`src/hw/rtl/etce_pkg.sv`:
```
// Package for the export table column extractor.
// Request and response payload types, parser state type and character constants.
// No dependencies.
`default_nettype none

package etce_pkg;

   localparam logic [7:0] CHAR_TAB   = 8'h09;
   localparam logic [7:0] CHAR_LF    = 8'h0A;
   localparam logic [7:0] CHAR_CR    = 8'h0D;
   localparam logic [7:0] CHAR_SPACE = 8'h20;
   localparam logic [7:0] CHAR_R     = 8'h52;
   localparam logic [7:0] CHAR_V     = 8'h56;
   localparam logic [7:0] CHAR_A     = 8'h41;

   localparam logic [2:0] KW_NONE = 3'd0;
   localparam logic [2:0] KW_R    = 3'd1;
   localparam logic [2:0] KW_RV   = 3'd2;
   localparam logic [2:0] KW_RVA  = 3'd3;
   localparam logic [2:0] KW_MISS = 3'd4;

   localparam logic [2:0] FIELD_KEYWORD = 3'd3;
   localparam logic [2:0] FIELD_SYMBOL  = 3'd4;
   localparam logic [2:0] FIELD_MAX     = 3'd7;

   localparam int unsigned MAX_RESULTS = 3;

   typedef struct packed {
      logic [7:0] in_byte;
      logic       end_of_input;
   } req_type;

   typedef struct packed {
      logic [7:0] out_byte;
      logic       last_of_run;
   } rsp_type;

   typedef struct packed {
      logic       active_mode;
      logic       skip_line;
      logic [2:0] field_number;
      logic       inside_field;
      logic [2:0] keyword_match;
      logic       fourth_field_seen;
   } state_type;

   typedef struct packed {
      logic [MAX_RESULTS-1:0][7:0] res_byte;
      logic [1:0]                  count;
   } burst_type;

endpackage

`default_nettype wire

```
`src/hw/rtl/etce_parse.sv`:
```
// Per-byte parser step: next line state and the burst of bytes that one request gives.
// Purely combinational; depends on etce_pkg.
`default_nettype none

module etce_parse (
   input  wire etce_pkg::state_type st,
   input  wire etce_pkg::req_type   req,
   output etce_pkg::state_type      st_next,
   output etce_pkg::burst_type      burst
);
   import etce_pkg::*;

   logic      space;
   logic      emit_byte;
   logic      emit_crlf;
   state_type s;

   assign space = (req.in_byte == CHAR_TAB) || (req.in_byte == CHAR_LF) ||
                  (req.in_byte == CHAR_CR) || (req.in_byte == CHAR_SPACE);

   always_comb begin
      s         = st;
      emit_byte = 1'b0;
      emit_crlf = 1'b0;
      if (s.skip_line) begin
         if (req.in_byte == CHAR_LF) begin
            s.skip_line         = 1'b0;
            s.field_number      = '0;
            s.inside_field      = 1'b0;
            s.keyword_match     = KW_NONE;
            s.fourth_field_seen = 1'b0;
         end
      end else begin
         if (!space) begin
            if (!s.inside_field) begin
               s.inside_field = 1'b1;
               if (s.field_number < FIELD_MAX) begin
                  s.field_number = s.field_number + 3'd1;
               end
            end
            if (s.field_number == FIELD_KEYWORD) begin
               if (s.keyword_match == KW_NONE && req.in_byte == CHAR_R) begin
                  s.keyword_match = KW_R;
               end else if (s.keyword_match == KW_R && req.in_byte == CHAR_V) begin
                  s.keyword_match = KW_RV;
               end else if (s.keyword_match == KW_RV && req.in_byte == CHAR_A) begin
                  s.keyword_match = KW_RVA;
               end else begin
                  s.keyword_match = KW_MISS;
               end
            end
            if (s.field_number == FIELD_SYMBOL && s.active_mode) begin
               emit_byte           = 1'b1;
               s.fourth_field_seen = 1'b1;
            end
         end else begin
            if (s.inside_field && s.field_number == FIELD_SYMBOL && s.active_mode) begin
               emit_crlf = 1'b1;
            end
            s.inside_field = 1'b0;
         end
         if (req.in_byte == CHAR_LF) begin
            if (s.active_mode) begin
               s.active_mode = s.fourth_field_seen;
            end else if (s.keyword_match == KW_RVA) begin
               s.active_mode = 1'b1;
               s.skip_line   = 1'b1;
            end
            s.field_number      = '0;
            s.inside_field      = 1'b0;
            s.keyword_match     = KW_NONE;
            s.fourth_field_seen = 1'b0;
         end
      end
      if (req.end_of_input) begin
         if (!s.skip_line && s.inside_field && s.field_number == FIELD_SYMBOL &&
             s.active_mode) begin
            emit_crlf = 1'b1;
         end
         s = '0;
      end
      st_next = s;
   end

   always_comb begin
      if (emit_byte) begin
         burst.res_byte = {CHAR_LF, CHAR_CR, req.in_byte};
         burst.count    = emit_crlf ? 2'd3 : 2'd1;
      end else begin
         burst.res_byte = {CHAR_LF, CHAR_LF, CHAR_CR};
         burst.count    = emit_crlf ? 2'd2 : 2'd0;
      end
   end

endmodule

`default_nettype wire

```
`src/hw/rtl/export_table_column_extractor_unit.sv`:
```
// Top level of the export table column extractor.
// Holds the parser state and a three-byte response buffer; depends on etce_pkg and etce_parse.
//
//   Channel   Direction  Payload              Handshake
//   req_      in         etce_pkg::req_type   req_valid / req_ready
//   rsp_      out        etce_pkg::rsp_type   rsp_valid / rsp_ready
//
// Each request is parsed in the cycle it is accepted; its responses (none to three) leave
// the buffer one per cycle while rsp_ready is high, from the next cycle on. A request that
// gives no response, or one arriving as the last buffered response is taken, is accepted
// without a gap, so requests of at most one response go one per cycle while rsp_ready is high.
// Reset clears the parser state and empties the buffer. A stalled response holds the
// buffer, and with it the request channel, until it is taken.
`default_nettype none

module export_table_column_extractor_unit (
   input  wire                    clock,
   input  wire                    reset,
   input  wire                    req_valid,
   output logic                   req_ready,
   input  wire etce_pkg::req_type req_data,
   output logic                   rsp_valid,
   input  wire                    rsp_ready,
   output etce_pkg::rsp_type      rsp_data
);
   import etce_pkg::*;

   state_type                   state_ff;
   state_type                   state_in;
   burst_type                   burst;
   logic [MAX_RESULTS-1:0][7:0] buf_ff;
   logic [1:0]                  cnt_ff;
   logic [1:0]                  cnt_in;
   logic [1:0]                  pos_ff;
   logic [1:0]                  pos_in;
   logic                        req_take;
   logic                        rsp_take;

   etce_parse u_parse (
      .st      (state_ff),
      .req     (req_data),
      .st_next (state_in),
      .burst   (burst)
   );

   assign rsp_valid = (cnt_ff != 2'd0);
   assign rsp_take  = rsp_valid && rsp_ready;
   assign req_ready = (cnt_ff == 2'd0) || (cnt_ff == 2'd1 && rsp_ready);
   assign req_take  = req_valid && req_ready;
   assign rsp_data  = {buf_ff[pos_ff], (cnt_ff == 2'd1)};

   always_comb begin
      cnt_in = cnt_ff;
      pos_in = pos_ff;
      if (req_take) begin
         cnt_in = burst.count;
         pos_in = 2'd0;
      end else if (rsp_take) begin
         cnt_in = cnt_ff - 2'd1;
         pos_in = pos_ff + 2'd1;
      end
   end

   always_ff @(posedge clock) begin
      if (reset) begin
         state_ff <= '0;
         cnt_ff   <= 2'd0;
         pos_ff   <= 2'd0;
      end else begin
         if (req_take) begin
            state_ff <= state_in;
         end
         cnt_ff <= cnt_in;
         pos_ff <= pos_in;
      end
   end

   always_ff @(posedge clock) begin
      if (req_take) begin
         buf_ff <= burst.res_byte;
      end
   end

endmodule

`default_nettype wire

```
`config.mk`:
```
export PLATFORM = sky130hd
export DESIGN_NAME = export_table_column_extractor_unit
export DESIGN_NICKNAME = d
export VERILOG_FILES = /design/src/hw/rtl/etce_pkg.sv /design/src/hw/rtl/etce_parse.sv /design/src/hw/rtl/export_table_column_extractor_unit.sv
export SDC_FILE = /design/constraint.sdc
export NUM_CORES = 1
export LEC_CHECK = 0
export ABC_AREA = 1
export BUFFER_PORTS_ARGS = -buffer_cell sky130_fd_sc_hd__buf_2
export CORE_UTILIZATION = 50
export DETAILED_ROUTE_END_ITERATION = 12
export GPL_TIMING_DRIVEN = 0
export PLACE_DENSITY_LB_ADDON = 0.15
export SETUP_SLACK_MARGIN = 0.3
export SLEW_MARGIN = 20
export SYNTH_ARGS = -nofsm -noshare
export SYNTH_HDL_FRONTEND = slang
export SYNTH_SLANG_ARGS = --single-unit
```
`constraint.sdc`:
```
create_clock -name clock -period 3.4 [get_ports clock]
set_clock_uncertainty 0.2 [all_clocks]
set_input_delay 0.68 -clock clock [delete_from_list [all_inputs] [get_ports clock]]
set_output_delay 0.68 -clock clock [all_outputs]
set_load 0.005 [all_outputs]
```
==> reports/qor.yml, run 1 <==
critical_path:
  worst-endpoint-arrival_ps: 1400
  crit_path_end: "rsp_data[1]"
  rrSetupSlack_ps: 1150
  crit_path_start: "pos_ff[0]$_SDFFE_PP0P_"
  worstSetupPathType: "reg -> out"
  reg2reg_depth: 15
  cp-end-kind: "output pin"
  crit_fanout: 10
  critPathLaunchType: "flop"
  worstPathRequired_ps: 2520
  timing.rr.start: "state_ff[6]$_SDFFE_PP0P_"
  r2r-end: "state_ff[8]$_SDFFE_PP0P_"
job:
  maxCapViolCount: 0
yosys:
  synthSimpleGateAreaFrac_pct: 43.63
  syn_inst: 255
  async_flop_share_pct: 0
  ys_seq_elements: 24
  synth_area_um2: 1669
  synth_compound_area_share_pct: 7.946
  synth.most_common_cell: "nand2_1"
  yosys_warnings: 0
  synth_area_leaders: "edfxtp_1 18%, nand2_1 18%, dfxtp_1 17%"
  synthesis.nets: 272
  synth_adder_area_share_pct: 2.999
  ys_seq_area_share_pct: 34.78
  yosys.area_share.xor_xnor_pct: 0.5247
  synth_flop_cell: "dfxtp_1"
  muxShareOfSynthArea_pct: 0
  netlist-cell-type-count: 27
  synth_edf_count: 10
  synth_top_cell_area_share_pct: 17.99
  synth.largest_area_cell: "edfxtp_1"
  synth.avg_cell_area_um2: 6.545
  synth_common_cells: "78 x nand2_1, 37 x inv_1, 36 x nor2_1, 20 x nand3_1, 16 x o21ai_0"
  synth_top_family_by_area: "simple AND/OR/NAND/NOR gates"
route:
  wirelength_um: 3282
  first_pass_iters: 4
  drcViolationCount: 0
  post_drt_wl_per_cell_um: 10.07
  dr_total_vias: 1578
  drtIter0Drc: 56
  detail_route.vias_per_cell: 4.840
  antenna_left: 0
floorplanning:
  ios: 24
  die_h_um: 59.78
  fp.coreArea_um2: 3103
  num_rows: 20
  die-width_um: 59.78
  initial_core_util_pct: 53.79
  dieArea_um2: 3573
cts:
  cts_resized: 0
  cts_root_buf: "clkbuf_4"
  clk_pin_slew_ps: 130
  cts_tree: "yes"
  postCtsSetupBuffers: 0
  numCtsBuffers: 3
  clock_sinks: 24
  ctsHtreeMaxLevel: 1
  postCtsHoldBufs: 0
  clk-insertion-delay-late_ps: 310
  cts.path.max_buffers: 2
finish:
  syn_to_final_growth_pct: 11.77
  insertedDiodeCount: 0
  multiInputGateArea_um2: 919.6
  instances_no_fill: 326
  drive_above_1_share_pct: 17.73
  layout.nets: 300
  fill_cells: 327
  regArea_um2: 580.6
  design_area_um2: 1866
pwr:
  p_per_area_nw_per_um2: 466.6
  ir_drop_mv: 0.1961
  leakage_nw: 0.9232
  power.total_w: 0.0008705
grt:
  grt_max_degree: 15
  antenna_found_initial: 0
  grt_pass1_vias: 1335
  top_usage_layer: "met2"
  use_met2_pct: 33.81
  grt_usage_pct: 20.02
  use_met1_pct: 26.95
  grt_pass1_wl_um: 5471
  grt-ovfl-total: 0
  grtUsageMet3_pct: 2.597
placement:
  place_area_um2: 1839
  dp.cells: 322
  io_buffers: 23
  gp_congestion: 0.8349
  hpwl_um: 2645
sta:
  hold_viol_final: 0
  fin_crit_ps: 2283
  rsz0062_at_grt: "no"
  fin_setup_tns_ps: 0
  clock.fmax_mhz: 438.1
  fin_crit_sh_pct: 67.14
  setup_violations: 0
  slew_headroom_pct: 67.78
  maxSlewViolCount: 0
  tightest_slew_ps: 482.7
  whs_ps: 276.2
min_path:
  hold_class: "reg -> reg"
status:
  status: "finished, final reports clean"
per-layer routing:
layer	routed length, µm	vias up
met1	1578	688
met4	36	0
met3	126	4
met5	0	-
met2	1542	38
li1	-	848
cells in the final DEF, fill, tap and decap left out, drive strengths merged:
master	count
xor2	1
o22ai	1
edfxtp	10
o21ai	17
clkbuf	5
buf	23
nor3	5
a31oi	2
nand4	1
clkinv	1
nor2	42
inv	43
nand3	23
dfxtp	14
a21oi	5
or2	1
nand2	84
ha	4
report_power, final:
part           leakage [nW]  internal, W  switching (W)  total (W)
Sequential            0.198     0.000353      0.0000238   0.000377
Clock                0.0150    0.0000458      0.0000845   0.000130
Combinational         0.710     0.000134       0.000229   0.000363
Total                 0.923     0.000533       0.000338   0.000871
how the worst min path moves through the flow:
stage	start	endpoint	slack, ps	depth (start not counted)
finish	state_ff[0]$_SDFFE_PP0P_	state_ff[0]$_SDFFE_PP0P_	280	2
global placement	state_ff[0]$_SDFFE_PP0P_	state_ff[0]$_SDFFE_PP0P_	250	2
detailed placement	state_ff[0]$_SDFFE_PP0P_	state_ff[0]$_SDFFE_PP0P_	260	2
global route	state_ff[0]$_SDFFE_PP0P_	state_ff[0]$_SDFFE_PP0P_	330	2
CTS	state_ff[0]$_SDFFE_PP0P_	state_ff[0]$_SDFFE_PP0P_	280	2
floorplan	state_ff[0]$_SDFFE_PP0P_	state_ff[0]$_SDFFE_PP0P_	240	2
metrics by stage:
step,util [%],setup slack (ps)
after floorplan,-,1472
after global placement,59.27,1210
after detailed placement,59.27,1189
after CTS,60.12,1087
after global routing,60.12,852.9
final,60.12,1117
logic make-up after synthesis:
group           after synthesis
simple gates                156
buf+inv                      45
compound gates               25
flops                        24
fa+ha+maj                     4
xor+xnor                      1
layout make-up:
type | count | area share [%]
Buffer | 1 | 0.2012
Clock buffer | 4 | 1.408
Inverter | 44 | 8.853
Multi-Input combinational cell | 186 | 49.30
Sequential cell | 24 | 31.12
Tap cell | 44 | 2.951
Timing Repair Buffer | 23 | 6.170
flip-flops by register name, indices dropped and copies added, names as in the netlist:
register	flops
cnt_ff	2
state_ff	10
buf_ff	10
pos_ff	2
critical path: stages, from the launching register on:
cell and delay, ps:
dfxtp_1 360, clkinv_1 220, nor2_1 190, inv_1 80, o21ai_0 130, buf_2 130
No activity file was read; power rests on OpenSTA's default activity.
==> inputs of run 2 (changes only) <==
==> constraint.sdc (replaced) <==
create_clock -name clock -period 2.3 [get_ports clock]
set_clock_uncertainty 0.2 [all_clocks]
set_input_delay 0.46 -clock clock [delete_from_list [all_inputs] [get_ports clock]]
set_output_delay 0.46 -clock clock [all_outputs]
set_load 0.005 [all_outputs]
==> run 2 against run 1 <==
Net effect: largest cell class unchanged; global-route usage rose by 0.45 points; hold slack worse by 100 ps; largest power group is now combinational cells; non-clock buffer count grew 6; final area increased by 7.8%; sequential power grew 48%; clock power grew 54%; core utilization grew 4.7 points; sequential share of layout area decreased by 1.9 points; worst setup slack got worse by 760 ps; final cell count rose by 1.8%.
==> reports/qor.yml, run 2 (synthesized netlist as in run 1, its figures left out) <==
critical_path:
  crit_fanout: 4
  worstPathRequired_ps: 2330
  cpMaxStageDelayCell: "dfxtp_4"
  cp-end-kind: "flop"
  cp_cell_sequence: "buf_4 > ha_2 > nand2_1 > nand2_1 > nand2_1 > nor2_2 > nand2_2 > nor2_4 > nand2_2 > nand2_2 > nor2_2 > nand2_1 > nand2_1 > nand2_1 > nand2_1"
  path_delay_family: "simple AND/OR/NAND/NOR gates"
  slowest_delay_ps: 380
  worst-endpoint-arrival_ps: 1970
  worstSetupPathType: "reg -> reg"
  critPathLaunchType: "flop"
  critPathBufInv: 1
  cp_common_cell: "nand2_1"
min_path:
  hold_class: "in -> reg"
finish:
  fill_cells: 307
  insertedDiodeCount: 0
  top_regs: "buf_ff x10, state_ff x10"
  final_common_cell: "nand2_1"
  syn_to_final_growth_pct: 20.46
  mostFrequentLayoutCells: "72 x nand2_1, 31 x nor2_1, 30 x inv_1"
  layout.nets: 306
  drive_above_1_share_pct: 28.82
grt:
  grt_pass1_vias: 1360
  grt-ovfl-total: 0
  grt_max_degree: 14
  grt_pass1_wl_um: 5595
  grt_usage_pct: 20.47
  antenna_found_initial: 0
cts:
  numCtsBuffers: 3
  postCtsHoldBufs: 0
  ctsHtreeMaxLevel: 1
  cts_tree: "yes"
  clk-insertion-delay-late_ps: 320
  cts.path.max_buffers: 2
  clock_sinks: 24
  clk_pin_slew_ps: 140
  cts_root_buf: "clkbuf_4"
floorplanning:
  dieArea_um2: 3573
  num_rows: 20
  initial_core_util_pct: 53.79
  die_h_um: 59.78
  fp.coreArea_um2: 3103
  die-width_um: 59.78
  ios: 24
sta:
  whs_ps: 174.8
  slew_headroom_pct: 83.96
  fin_crit_ps: 1939
  rsz0062_at_grt: "yes"
  setup_violations: 0
  tightest_slew_ps: 238.8
  clock.fmax_mhz: 515.8
  fin_setup_tns_ps: 0
  fin_crit_sh_pct: 84.29
  hold_viol_final: 0
  maxSlewViolCount: 0
pwr:
  power.total_w: 0.001397
  ir_drop_mv: 0.3306
  p_per_area_nw_per_um2: 694.7
  leakage_nw: 0.9615
route:
  met2_length_um: 1710
  antenna_left: 0
  detail_route.vias_per_cell: 4.958
  wl_met1_um: 1669
  dr_total_vias: 1646
  route.met3.wl_um: 148
  drtIter0Drc: 32
  post_drt_wl_per_cell_um: 10.67
  wirelength_um: 3542
  first_pass_iters: 4
  drcViolationCount: 0
  top_layer: "met4"
placement:
  hpwl_um: 2645
  io_buffers: 23
  gp_congestion: 0.8349
status:
  status: "finished, final reports clean"
job:
  maxCapViolCount: 0
run 2: changes by cell type in the layout (fill, tap and decap cells not counted), moves of 4 or more:
cell,previous run,this run
buf_4,0,5
inv_2,6,10
inv_1,37,30
nand2_2,2,8
nor2_1,36,31
nand2_1,78,72
run 2: report_power, final:
group | internal (W) | total [W] | switching (W)
Clock | 0.0000678 | 0.000200 | 0.000132
Combinational | 0.000249 | 0.000639 | 0.000390
Sequential | 0.000523 | 0.000558 | 0.0000349
run 2: final cells by class:
cell class / count / area, µm² / share of cell area [%]
plain buffers: 1 / 7.507 / 0.3734
clock buffers: 4 / 26.28 / 1.307
inverters: 44 / 176.4 / 8.774
multi-input cells: 186 / 985.9 / 49.04
flip-flops and latches: 24 / 586.8 / 29.18
well taps: 44 / 55.05 / 2.738
repair buffers: 29 / 172.7 / 8.587
run 2: final timing paths:
check / startpoint / to / slack [ps] / depth (start not counted)
max: state_ff[6]$_SDFFE_PP0P_ / state_ff[8]$_SDFFE_PP0P_ / 360 / 15
min: reset / state_ff[0]$_SDFFE_PP0P_ / 170 / 2
max reg2reg: state_ff[6]$_SDFFE_PP0P_ / state_ff[8]$_SDFFE_PP0P_ / 360 / 15
min reg2reg: state_ff[0]$_SDFFE_PP0P_ / state_ff[0]$_SDFFE_PP0P_ / 280 / 2
run 2: metal layers:
layer  up-vias  global-route usage [%]
met5         -                       0
met4         0                   4.983
met3         2                   2.597
met2        41                   35.40
met1       735                   26.95
li1        868                       -
run 2: what timing repair did:
| item | in CTS | in global routing |
|---|---|---|
| pin swaps | 1 | 12 |
| hold endpoints to repair | 0 | 0 |
| gates resized for setup | 9 | 30 |
| buffers inserted | 3 | 3 |
| setup endpoints to repair | 17 | 20 |
run 2: worst register-to-register path: stages (launching register included):
cell and delay, ps:
dfxtp_4 380, buf_4 130, ha_2 180, nand2_1 50, nand2_1 80, nand2_1 100, nor2_2 130, nand2_2 90
nor2_4 100, nand2_2 70, nand2_2 70, nor2_2 40, nand2_1 80, nand2_1 50, nand2_1 50, nand2_1 50
run 2: per-stage QoR:
step | setup slack (ps) | instance area [µm²] | util, % | std cells
after detailed placement | 88.78 | 1839 | 59.27 | 322
after global placement | 113.1 | 1839 | 59.27 | 322
after CTS | 303.8 | 1906 | 61.41 | 329
after global routing | 171.6 | 2011 | 64.80 | 332
final | 361.4 | 2011 | 64.80 | 332
after floorplan | 390.3 | 1669 | - | 255
